==> src/rtl/bblci_pkg.sv <==
// Shared types and constants for the byte-budget LRU cache index.
`timescale 1ns / 1ps
`default_nettype none
package bblci_pkg;

   // Operation codes carried in the request item.
   localparam logic [2:0] OP_STORE = 3'd0;
   localparam logic [2:0] OP_LOAD  = 3'd1;
   localparam logic [2:0] OP_PROBE = 3'd2;
   localparam logic [2:0] OP_INVAL = 3'd3;
   localparam logic [2:0] OP_RANGE = 3'd4;
   localparam logic [2:0] OP_CLEAR = 3'd5;
   localparam logic [2:0] OP_EVICT = 3'd6;
   localparam logic [2:0] OP_STATS = 3'd7;

   // Register indexes of the configuration port.
   localparam int          CSR_INDEX_W = 2;
   localparam int          CSR_DATA_W  = 12;
   localparam logic [1:0]  CSR_BUDGET  = 2'd0;
   localparam logic [1:0]  CSR_ENABLE  = 2'd1;
   localparam logic [11:0] BUDGET_RESET = 12'd1024;

   // Scan modes of the slot sweep.
   localparam logic [1:0] SCAN_FIND   = 2'd0;
   localparam logic [1:0] SCAN_OLDEST = 2'd1;
   localparam logic [1:0] SCAN_SWEEP  = 2'd2;

   typedef struct packed {
      logic [2:0]  operation;
      logic [31:0] frame_time;
      logic [31:0] range_end_time;
      logic [15:0] component_id;
      logic [13:0] frame_width;
      logic [13:0] frame_height;
      logic [31:0] byte_size;
   } req_type;

   typedef struct packed {
      logic        success;
      logic [13:0] hit_width;
      logic [13:0] hit_height;
      logic [5:0]  evicted_count;
      logic [5:0]  entry_count;
      logic [39:0] total_bytes;
      logic [31:0] hit_total;
      logic [31:0] miss_total;
   } rsp_type;

   // One slot of the index as held in the slot memory.
   typedef struct packed {
      logic [31:0] frame_time;
      logic [15:0] component_id;
      logic [13:0] frame_width;
      logic [13:0] frame_height;
      logic [31:0] byte_size;
      logic [31:0] stamp;
   } slot_type;

   // Commands from the controller to the datapath.
   typedef struct packed {
      logic       begin_item;
      logic       scan_go;
      logic [1:0] scan_mode;
      logic       remove_best;
      logic       write_store;
      logic       write_touch;
      logic       count_miss;
      logic       clear_stats;
      logic       load_rsp;
   } cmd_type;

   // Status from the datapath to the controller.
   typedef struct packed {
      logic scan_done;
      logic found;
      logic over_budget;
      logic table_full;
      logic enabled;
      logic rsp_free;
   } status_type;

endpackage
`default_nettype wire

==> src/rtl/bblci_ctrl.sv <==
// Controller state machine that sequences each operation over the slot scans.
`timescale 1ns / 1ps
`default_nettype none
module bblci_ctrl
   import bblci_pkg::*;
(
   input  wire logic                   clock,
   input  wire logic                   reset,
   input  wire logic                   req_valid,
   input  wire logic [2:0]             req_operation,
   input  wire logic                   csr_valid,
   input  wire logic [CSR_INDEX_W-1:0] csr_index,
   input  wire status_type             status,
   output      logic                   req_stall,
   output      logic                   csr_ready,
   output      cmd_type                cmd
);

   localparam logic [3:0] S_IDLE   = 4'd0;
   localparam logic [3:0] S_DISP   = 4'd1;
   localparam logic [3:0] S_FIND   = 4'd2;
   localparam logic [3:0] S_EVAL   = 4'd3;
   localparam logic [3:0] S_EVCHK  = 4'd4;
   localparam logic [3:0] S_EVSCAN = 4'd5;
   localparam logic [3:0] S_EVRM   = 4'd6;
   localparam logic [3:0] S_FLCHK  = 4'd7;
   localparam logic [3:0] S_FLSCAN = 4'd8;
   localparam logic [3:0] S_FLRM   = 4'd9;
   localparam logic [3:0] S_WRITE  = 4'd10;
   localparam logic [3:0] S_SWEEP  = 4'd11;
   localparam logic [3:0] S_FINISH = 4'd12;

   logic [3:0] state_ff, state_in;
   logic [2:0] op_ff, op_in;
   logic       cfg_ff, cfg_in;
   logic       idle;
   logic       req_take;

   assign idle      = (state_ff == S_IDLE);
   assign csr_ready = idle;
   assign req_stall = !idle || csr_valid;
   assign req_take  = idle && req_valid && !csr_valid;

   // Next state and command decode.
   always_comb begin
      state_in = state_ff;
      op_in    = op_ff;
      cfg_in   = cfg_ff;
      cmd      = '0;
      unique case (state_ff)
         S_IDLE: begin
            if (csr_valid) begin
               if (csr_index == CSR_BUDGET) begin
                  cfg_in   = 1'b1;
                  state_in = S_EVCHK;
               end
            end else if (req_valid) begin
               cmd.begin_item = 1'b1;
               op_in          = req_operation;
               cfg_in         = 1'b0;
               state_in       = S_DISP;
            end
         end
         S_DISP: begin
            unique case (op_ff)
               OP_STORE: begin
                  if (status.enabled) begin
                     cmd.scan_go   = 1'b1;
                     cmd.scan_mode = SCAN_FIND;
                     state_in      = S_FIND;
                  end else begin
                     state_in = S_FINISH;
                  end
               end
               OP_LOAD, OP_PROBE: begin
                  cmd.scan_go   = 1'b1;
                  cmd.scan_mode = SCAN_FIND;
                  state_in      = S_FIND;
               end
               OP_INVAL, OP_RANGE, OP_CLEAR: begin
                  cmd.scan_go   = 1'b1;
                  cmd.scan_mode = SCAN_SWEEP;
                  state_in      = S_SWEEP;
               end
               OP_EVICT: state_in = S_EVCHK;
               default: begin
                  cmd.clear_stats = 1'b1;
                  state_in        = S_FINISH;
               end
            endcase
         end
         S_FIND: begin
            if (status.scan_done) begin
               state_in = S_EVAL;
            end
         end
         S_EVAL: begin
            priority if (op_ff == OP_STORE) begin
               state_in = status.found ? S_WRITE : S_EVCHK;
            end else if (op_ff == OP_LOAD) begin
               cmd.write_touch = status.found;
               cmd.count_miss  = !status.found;
               state_in        = S_FINISH;
            end else begin
               state_in = S_FINISH;
            end
         end
         S_EVCHK: begin
            if (status.over_budget) begin
               cmd.scan_go   = 1'b1;
               cmd.scan_mode = SCAN_OLDEST;
               state_in      = S_EVSCAN;
            end else if (cfg_ff) begin
               state_in = S_IDLE;
            end else if (op_ff == OP_STORE) begin
               state_in = S_FLCHK;
            end else begin
               state_in = S_FINISH;
            end
         end
         S_EVSCAN: begin
            if (status.scan_done) begin
               state_in = S_EVRM;
            end
         end
         S_EVRM: begin
            cmd.remove_best = 1'b1;
            state_in        = S_EVCHK;
         end
         S_FLCHK: begin
            if (status.table_full) begin
               cmd.scan_go   = 1'b1;
               cmd.scan_mode = SCAN_OLDEST;
               state_in      = S_FLSCAN;
            end else begin
               state_in = S_WRITE;
            end
         end
         S_FLSCAN: begin
            if (status.scan_done) begin
               state_in = S_FLRM;
            end
         end
         S_FLRM: begin
            cmd.remove_best = 1'b1;
            state_in        = S_WRITE;
         end
         S_WRITE: begin
            cmd.write_store = 1'b1;
            state_in        = S_FINISH;
         end
         S_SWEEP: begin
            if (status.scan_done) begin
               state_in = S_FINISH;
            end
         end
         S_FINISH: begin
            if (status.rsp_free) begin
               cmd.load_rsp = 1'b1;
               state_in     = S_IDLE;
            end
         end
         default: state_in = S_IDLE;
      endcase
   end

   // State registers.
   always_ff @(posedge clock) begin
      if (reset) begin
         state_ff <= S_IDLE;
         cfg_ff   <= 1'b0;
      end else begin
         state_ff <= state_in;
         cfg_ff   <= cfg_in;
      end
      op_ff <= op_in;
   end

   // An item is only taken from the idle state.
   assert property (@(posedge clock) disable iff (reset)
      req_take |=> (state_ff == S_DISP))
      else $error("accepted item did not start dispatch");

   // Removal of an oldest entry always follows a completed oldest scan.
   assert property (@(posedge clock) disable iff (reset)
      cmd.remove_best |-> ($past(state_ff) == S_EVSCAN || $past(state_ff) == S_FLSCAN))
      else $error("removal without a preceding oldest scan");

   // A result is produced only for a request item, never for a budget write.
   assert property (@(posedge clock) disable iff (reset)
      cmd.load_rsp |-> !cfg_ff)
      else $error("result produced during configuration eviction");

endmodule
`default_nettype wire

==> config.mk <==
export PLATFORM = sky130hd
export DESIGN_NAME = bblci_ctrl
export DESIGN_NICKNAME = d
export VERILOG_FILES = /design/src/rtl/bblci_pkg.sv /design/src/rtl/bblci_ctrl.sv
export SDC_FILE = /design/constraint.sdc
export NUM_CORES = 1
export LEC_CHECK = 0
export BUFFER_PORTS_ARGS = -buffer_cell sky130_fd_sc_hd__buf_2
export CAP_MARGIN = 20
export CORE_MARGIN = 2
export CORE_UTILIZATION = 45
export CTS_CLUSTER_DIAMETER = 30
export DETAILED_ROUTE_END_ITERATION = 10
export GPL_TIMING_DRIVEN = 0
export PLACE_DENSITY = 0.75
export SLEW_MARGIN = 20
export SYNTH_ARGS = -nofsm -noshare
export SYNTH_HDL_FRONTEND = slang
export SYNTH_SLANG_ARGS = --single-unit
==> constraint.sdc <==
create_clock -name clock -period 1.7 [get_ports clock]
set_input_delay 0.17 -clock clock [delete_from_list [all_inputs] [get_ports clock]]
set_output_delay 0.17 -clock clock [all_outputs]
set_load 0.02 [all_outputs]
* After elaboration in Yosys (flattened, before gate mapping)
Index checks and enable logic that the tools add are counted.
** Word-level totals
- Register bits after elaboration :: 8
- Latch bits :: 0
- Bits in writable memories :: 0
- Memory bits (read-only) :: 0
- Output and inout bits :: 12
- Logic and storage cells :: 81
- Memories kept :: 0
** Cells by class
- $add $sub $neg :: 0
- $mul :: 0
- Div/mod/pow operators :: 0
- $lt $le $gt $ge :: 0
- Equal/unequal tests :: 26
- Shifts and indexed selects :: 0
- Mux-type cells :: 37
- Bitwise logic cells :: 1
- Reductions and logical operators :: 14
** Operators by type and width (count)
- $mux W4 :: 14
- $pmux W4 S13 :: 1
- $eq A4 B4 Y1 const B :: 5
- $pmux W3 S3 :: 2
- $eq A4 B3 Y1 const B :: 4
- $pmux W4 S4 :: 1
- $mux W1 :: 12
- $ne A2 B2 Y1 const B :: 5
- $eq A3 B3 Y1 const B :: 3
- $mux W3 :: 3
- $eq A4 B2 Y1 const B :: 2
- $mux W2 :: 4
- $reduce_and A7 Y1 :: 1
- $reduce_or A7 Y1 :: 1
- $eq A3 B2 Y1 const B :: 2
- $reduce_and A3 Y1 :: 2
- $eq A4 B1 Y1 const B :: 1
- $logic_not A4 Y1 :: 1
- $reduce_or A2 Y1 :: 2
- $eq A3 B1 Y1 const B :: 1
- $logic_not A3 Y1 :: 1
- $ne A3 B2 Y1 const B :: 1
- $ne A3 B3 Y1 const B :: 1
- $reduce_or A3 Y1 :: 1
- other kinds (6) :: 7

* Depth between registers and ports, before layout
Gate-level depths: netlist (run 1).
- Word-level depth :: 5
- Gate-level depth with buffers :: 7
- Depth with buffers taken out :: 5

* Worst setup path before layout (run 1)
OpenSTA, ideal clock, no wires.
- Path type :: register to register
- Start :: register state_ff[1]
- End :: register op_ff[0], enable pin
- Setup time :: 337 ps
- Arrival :: 1397 ps
- Slack :: -34 ps
- Stages on the path, launching flop included :: 4
- Buffers on the path :: 1
- Cells stage by stage :: dfxtp_1 buf_4 nor4_4 and3_1
** On the way
- Cells in the longest elaborated chain, start to end :: 2
** RTL lines
- start: declaration :: line bblci_ctrl.sv:33 : logic [3:0] state_ff, state_in;
- start signal: assignment :: line bblci_ctrl.sv:173 : state_ff <= state_in;
- $logic_not A4 Y1
- via csr_ready :: line bblci_ctrl.sv:15 : output logic csr_ready,
- $reduce_and A3 Y1 (no line)
- end signal: assignment :: line bblci_ctrl.sv:176 : op_ff <= op_in;
- end: declaration :: line bblci_ctrl.sv:34 : logic [2:0] op_ff, op_in;
The timed path passes the listed nets, and every way through them passes these cells.
A chain may end at the register's enable or synchronous reset.

* Worst setup path after layout (run 1)
- Start :: register op_ff[0]
- End :: register state_ff[0]
** On the way
- Cells in the longest elaborated chain, start to end :: 5
- Elaborated cells on any way between the ends :: 15
** RTL lines
- branches (longest 4 deep; another with $pmux W4 S4)
- $pmux W4 S13 (*) :: line bblci_ctrl.sv:50 : unique case (state_ff)
Every way passes the cells marked *.

==> metrics, run 1 <==
total wire length 2640 um; Clock Skews 8.61 ps; Int Pwr 0.951 mW; fillcell total 165; P_sw 0.924 mW; CP cell instances or4_1, or4_4, o21ai_2, o211ai_2, a21oi_2; worst-margin pin slew 357 ps; Mapped Area 851 um2; M2 GR Usage 0.424; static leakage 0.474 nW; fin crit period 1690 ps; multi-input combinational cell area 636 um2; chip width 47.5 um; area share of the largest cell type after synthesis 0.118; antenna violations before repair 0; cell taking the most area after synthesis dfxtp_1; max frequency 590 MHz; post-synthesis sequential area ratio 0.224; Syn-to-layout area delta 38.1%; Power, Total 1.87 mW; Clock Power Share 0.085; GR Util met3 0.0151; row count 15; final cell count without fillers 176; final setup violation count 0; Vias 1,037; Clock transition at path regs 60 ps; DRT iter0 DRCs 28; layout cells sized above 1 0.417; Max FO, Critical Path 3; Yosys reg bits 8; Arrival @ worst endpoint 1870 ps; cells after synthesis 114; Rel. slew slack 0.759; vias in the first global route 911; Async S/R FF share, synth 0; status finished, final reports clean; Max stage delay cell, worst path or4_1; Max VDD drop 0.000860 V; number of diodes 0; Skew-Pair Late Insertion Delay 260 ps; DRT antenna net count 0; Post-Syn Area per Cell 7.46 um2; sequential standard cell area 194 um2; Post-synth EDFFs 3; crit path launch type flop; sequential share of power 0.187; clk buf depth 2; Avg Vias per Cell 5.89; syn nets 129; Placed Area 1010 um2; DRC 0; full die area 2250 um2; switching part of the total 0.493; critical path's largest stage delay 470 ps; clk sinks 8; WL/cell 15.0 um; Port Buf Inserts 26; cell area after layout 1170 um2; total grt overflow 0; top cells by area, synth dfxtp_1, edfxtp_1, nor2_1; max-cap violation count 0; worst path required time 1880 ps; Layout Nets 167; Synth Warn # 0; unrepaired setup endpoints after global routing yes; CTS tree built; dominant cell by count in the synthesized netlist nor2_1; Min Hold Slack 82.5 ps; number of buffers created by CTS 3; pin count of the biggest net entering global routing 11; top_reg_cell synth dfxtp_1; total track usage 0.245; Worst setup EP type flop; most frequent cells after synthesis nor2_1, nand2_1, a21oi_1, inv_1; met1 Use GR 0.328; Netlist cell types 48; Hold WC Path Type primary input to flop; gr busiest metal met2; first-pass GRT wire length 3930 um; starting density of the core 0.487; drt pass-1 iters 4; max-slew violation count 0; power per cell area 1600 nW/um2; root buffer cell clkbuf_4; hpwl dp 1870 um; hold buffer count at cts 0; combinational power share 0.727; setup TNS 0 ps; # IOs 27; Core Area 1750 um2; final hold violations 0; die height 47.5 um; CTS HTree Levels 1; fin crit share 0.996; Setup Crit Path Kind flop to flop; RePlAce Congestion 0.867; placed insts 165
[timing repair]
item / 4_1_cts / 5_1_grt
hold endpoints to repair: 0 / 0
pin swaps: 1 / 4
buffers inserted: 5 / 4
gates resized for setup: 11 / 12
setup endpoints to repair: 7 / 10
[cell usage in the layout, fill, tap and decap left out, types with 3 or more instances in the layout]
| master | synthesis | routed |
|---|---|---|
| o22ai_1 | 3 | 3 |
| or4_1 | 4 | 3 |
| buf_2 | 4 | 25 |
| nand3_1 | 3 | 3 |
| buf_4 | 1 | 11 |
| nor2_1 | 16 | 15 |
| nor3_1 | 4 | 4 |
| edfxtp_1 | 3 | 3 |
| nand2_1 | 8 | 7 |
| clkbuf_4 | 0 | 5 |
| dfxtp_2 | 0 | 3 |
| nand2b_1 | 3 | 3 |
| inv_1 | 6 | 6 |
| o21ai_0 | 5 | 5 |
| a21oi_1 | 6 | 6 |
[path summary, 6_finish.rpt]
kind / from / end / slack [ps] / depth (start not counted)
setup / recovery: op_ff[0]$_DFFE_PP_ / state_ff[0]$_SDFFE_PP0P_ / 6 / 5
hold / removal: req_operation[2] / op_ff[2]$_DFFE_PP_ / 80 / 1
setup reg to reg: op_ff[0]$_DFFE_PP_ / state_ff[0]$_SDFFE_PP0P_ / 6 / 5
hold reg to reg: cfg_ff$_SDFFE_PP0P_ / cfg_ff$_SDFFE_PP0P_ / 530 / 2
[metal layers]
metal	up-vias	share of wire
met5	-	0
met4	0	0.012
met3	5	0.038
met2	38	0.50
met1	488	0.45
li1	506	-
[flip-flops by register name, summed over array words and instances (netlist names)]
name	cells
cfg_ff	1
state_ff	4
op_ff	3
[cells by family (layout without fill, tap and decap cells)]
group / after synthesis / count (layout) / share of synthesized area
AO/OA/AOI/OAI: 36 / 36 / 0.321
XOR/XNOR: 1 / 1 / 0.0103
buffers and inverters: 14 / 51 / 0.0735
flip-flops: 8 / 8 / 0.224
multiplexers: 1 / 1 / 0.0132
AND/OR/NAND/NOR: 54 / 54 / 0.359
[power groups by stage]
| stage | clock network (mW) | logic (mW) | registers (mW) |
|---|---|---|---|
| 2_1_floorplan | 0 | 0.890 | 0.311 |
| 3_3_place_gp | 0 | 1.13 | 0.332 |
| 3_5_place_dp | 0 | 1.16 | 0.332 |
| 4_1_cts | 0.160 | 1.26 | 0.334 |
| 5_1_grt | 0.167 | 1.46 | 0.358 |
| 6_report | 0.160 | 1.36 | 0.351 |
[metrics by stage]
step	utilization	worst slack [ps]
5_1_grt	0.673	-35.4
3_5_place_dp	0.581	-73.0
6_report	0.673	6.48
3_3_place_gp	0.581	-67.9
4_1_cts	0.643	-16.9
2_1_floorplan	-	31.5
[cell type report]
class	instances	share of cell area
multi-input cells	92	0.541
well taps	25	0.0266
inverters	6	0.0192
clock buffers	4	0.0224
repair buffers	35	0.181
plain buffers	6	0.0447
flip-flops and latches	8	0.165
[worst max-delay path, delay by kind of cell (launching register included)]
kind             cells  cell delay [ps]
AND/OR/NAND/NOR      2              890
flip-flops           1              420
AO/OA/AOI/OAI        3              310
Power figures use the tool's default switching activity.
==> run 2: changes to the inputs <==
==> config.mk (replaced) <==
export PLATFORM = sky130hd
export DESIGN_NAME = bblci_ctrl
export DESIGN_NICKNAME = d
export VERILOG_FILES = /design/src/rtl/bblci_pkg.sv /design/src/rtl/bblci_ctrl.sv
export SDC_FILE = /design/constraint.sdc
export NUM_CORES = 1
export LEC_CHECK = 0
export CAP_MARGIN = 20
export CORE_UTILIZATION = 55
export CTS_CLUSTER_DIAMETER = 30
export DETAILED_ROUTE_END_ITERATION = 10
export DONT_BUFFER_PORTS = 1
export GPL_TIMING_DRIVEN = 0
export PLACE_DENSITY = 0.73
export SLEW_MARGIN = 20
export SYNTH_ARGS = -nofsm -noshare
export SYNTH_HDL_FRONTEND = slang
export SYNTH_SLANG_ARGS = --single-unit
==> metrics, run 2 (synthesis results as in run 1) <==
status complete, but fails checks; failing checks negative setup slack; RePlAce Congestion 0.895; worst reg2reg path depth 6; CTS HTree Levels 1; fin util 0.805; hpwl dp 1580 um; Worst setup EP type output pin; CTS tree built; commonest non-fill, non-tap cell in the layout nor2_1; worst setup path startpoint state_ff[2]$_SDFFE_PP0P_; CP cell instances buf_6, nor4_4, and3_4; Int Pwr 0.926 mW; total wire length 2440 um; Max VDD drop 0.00125 V; Max stage delay cell, worst path nor4_4; total grt overflow 0; root buffer cell clkbuf_4; full die area 1710 um2; critical path depth in cells 3; number of buffers created by CTS 3; max-slew violation count 0; total track usage 0.282; Syn-to-layout area delta 29.3%; number of diodes 0; drt pass-1 iters 4; static leakage 0.369 nW; Hold WC Path Type primary input to flop; WL/cell 17.2 um; vias in the first global route 702; max-cap violation count 0; clk sinks 8; antenna violations before repair 0; crit path launch type flop; setup TNS -121 ps; Skew-Pair Late Insertion Delay 240 ps; Min Hold Slack 35.9 ps; Port Buf Inserts 0; Crit Reg-Reg Endpoint state_ff[0]$_SDFFE_PP0P_; critical path's largest stage delay 560 ps; fin crit share 1.04; power per cell area 1680 nW/um2; fin crit period 1770 ps; Avg Vias per Cell 6.64; slack of the critical path -74.7 ps; DRC 0; combinational power share 0.732; pin count of the biggest net entering global routing 11; Clock Power Share 0.079; max reg flops 4; # IOs 27; crit path capture cmd[9]; setup slack at placement -132 ps; layout cells sized above 1 0.331; unrepaired setup endpoints after global routing yes; r2r startpoint op_ff[2]$_DFFE_PP_; clk buf depth 2; DRT iter0 DRCs 58; switching part of the total 0.499; Vias 943; Layout Nets 143; worst path required time 1530 ps; chip width 41.3 um; die height 41.3 um; P_sw 0.923 mW; Clock transition at path regs 50 ps; Worst Hold Path Cells 1; Max FO, Critical Path 6; Arrival @ worst endpoint 1600 ps; worst-margin pin slew 632 ps; R2R Setup Slk -20 ps; sequential share of power 0.190; DRT antenna net count 0; Core Area 1370 um2; biggest regs state_ff: 4 flops, op_ff: 3 flops, cfg_ff: 1 flops; starting density of the core 0.623; commonest cells after routing, fill and taps aside nor2_1, nand2_1, buf_4, inv_1, a21oi_1; Clock Skews 3.86 ps; Rel. slew slack 0.576; final hold violations 0; max frequency 563 MHz; Setup Crit Path Kind flop to output pin; Reg with most FFs state_ff; row count 13; Buf+Inv Stages, Crit Path 1; first-pass GRT wire length 3160 um; final setup violation count 6; critical path's top delay family simple AND/OR/NAND/NOR gates
==> run 2: layout make-up <==
cell class | instances | area (um2)
inverters | 6 | 22.5
well taps | 15 | 18.8
multi-input cells | 92 | 684
repair buffers | 10 | 85.1
flip-flops and latches | 8 | 200
clock buffers | 4 | 26.3
plain buffers | 7 | 62.6
fillers | 99 | 267
==> run 2: power groups by stage <==
stage / Combinational [mW] / Sequential [mW] / Clock [mW]
2_1_floorplan: 0.890 / 0.311 / 0
3_3_place_gp: 1.04 / 0.334 / 0
3_5_place_dp: 1.05 / 0.334 / 0
4_1_cts: 1.17 / 0.326 / 0.148
5_1_grt: 1.45 / 0.356 / 0.166
6_report: 1.35 / 0.351 / 0.146
==> run 2: per-stage QoR <==
| stage | std cells | instance area, um2 | power (mW) |
|---|---|---|---|
| floorplan | 114 | 852 | 1.20 |
| global placement | 129 | 871 | 1.37 |
| detailed placement | 129 | 871 | 1.38 |
| CTS | 137 | 980 | 1.65 |
| global route | 142 | 1100 | 1.97 |
| finish | 142 | 1100 | 1.85 |
==> run 2: worst min-delay path by stage <==
| stage | from | to | slack [ps] |
|---|---|---|---|
| floorplan | reset | state_ff[0]$_SDFFE_PP0P_ | 230 |
| global placement | reset | state_ff[0]$_SDFFE_PP0P_ | 240 |
| detailed placement | reset | state_ff[0]$_SDFFE_PP0P_ | 240 |
| CTS | req_operation[1] | op_ff[1]$_DFFE_PP_ | 10 |
| global route | reset | state_ff[1]$_SDFFE_PP0P_ | 20 |
| finish | reset | state_ff[1]$_SDFFE_PP0P_ | 40 |
==> run 2: worst register-to-register path, delay by kind of cell, from the launching register on <==
kind / cells / cell delay, ps
simple gates: 2 / 790
flops: 1 / 370
compound gates: 3 / 330
buf+inv: 1 / 150
==> run 2: per-layer routing <==
| layer | vias up | GRT usage | wire length [um] |
|---|---|---|---|
| met4 | 0 | 0.0968 | 29 |
| met2 | 47 | 0.406 | 1190 |
| met5 | - | 0 | 0 |
| li1 | 460 | - | - |
| met3 | 4 | 0.0532 | 161 |
| met1 | 432 | 0.416 | 1060 |
==> run 2: what timing repair did <==
item                                   4_1_cts  5_1_grt
setup buffers                                3        3
gates resized for setup                     16       21
pin swaps                                    4        6
hold buffers                                 1        3
endpoints found under the hold margin        4        3
setup endpoints to repair                   13       17
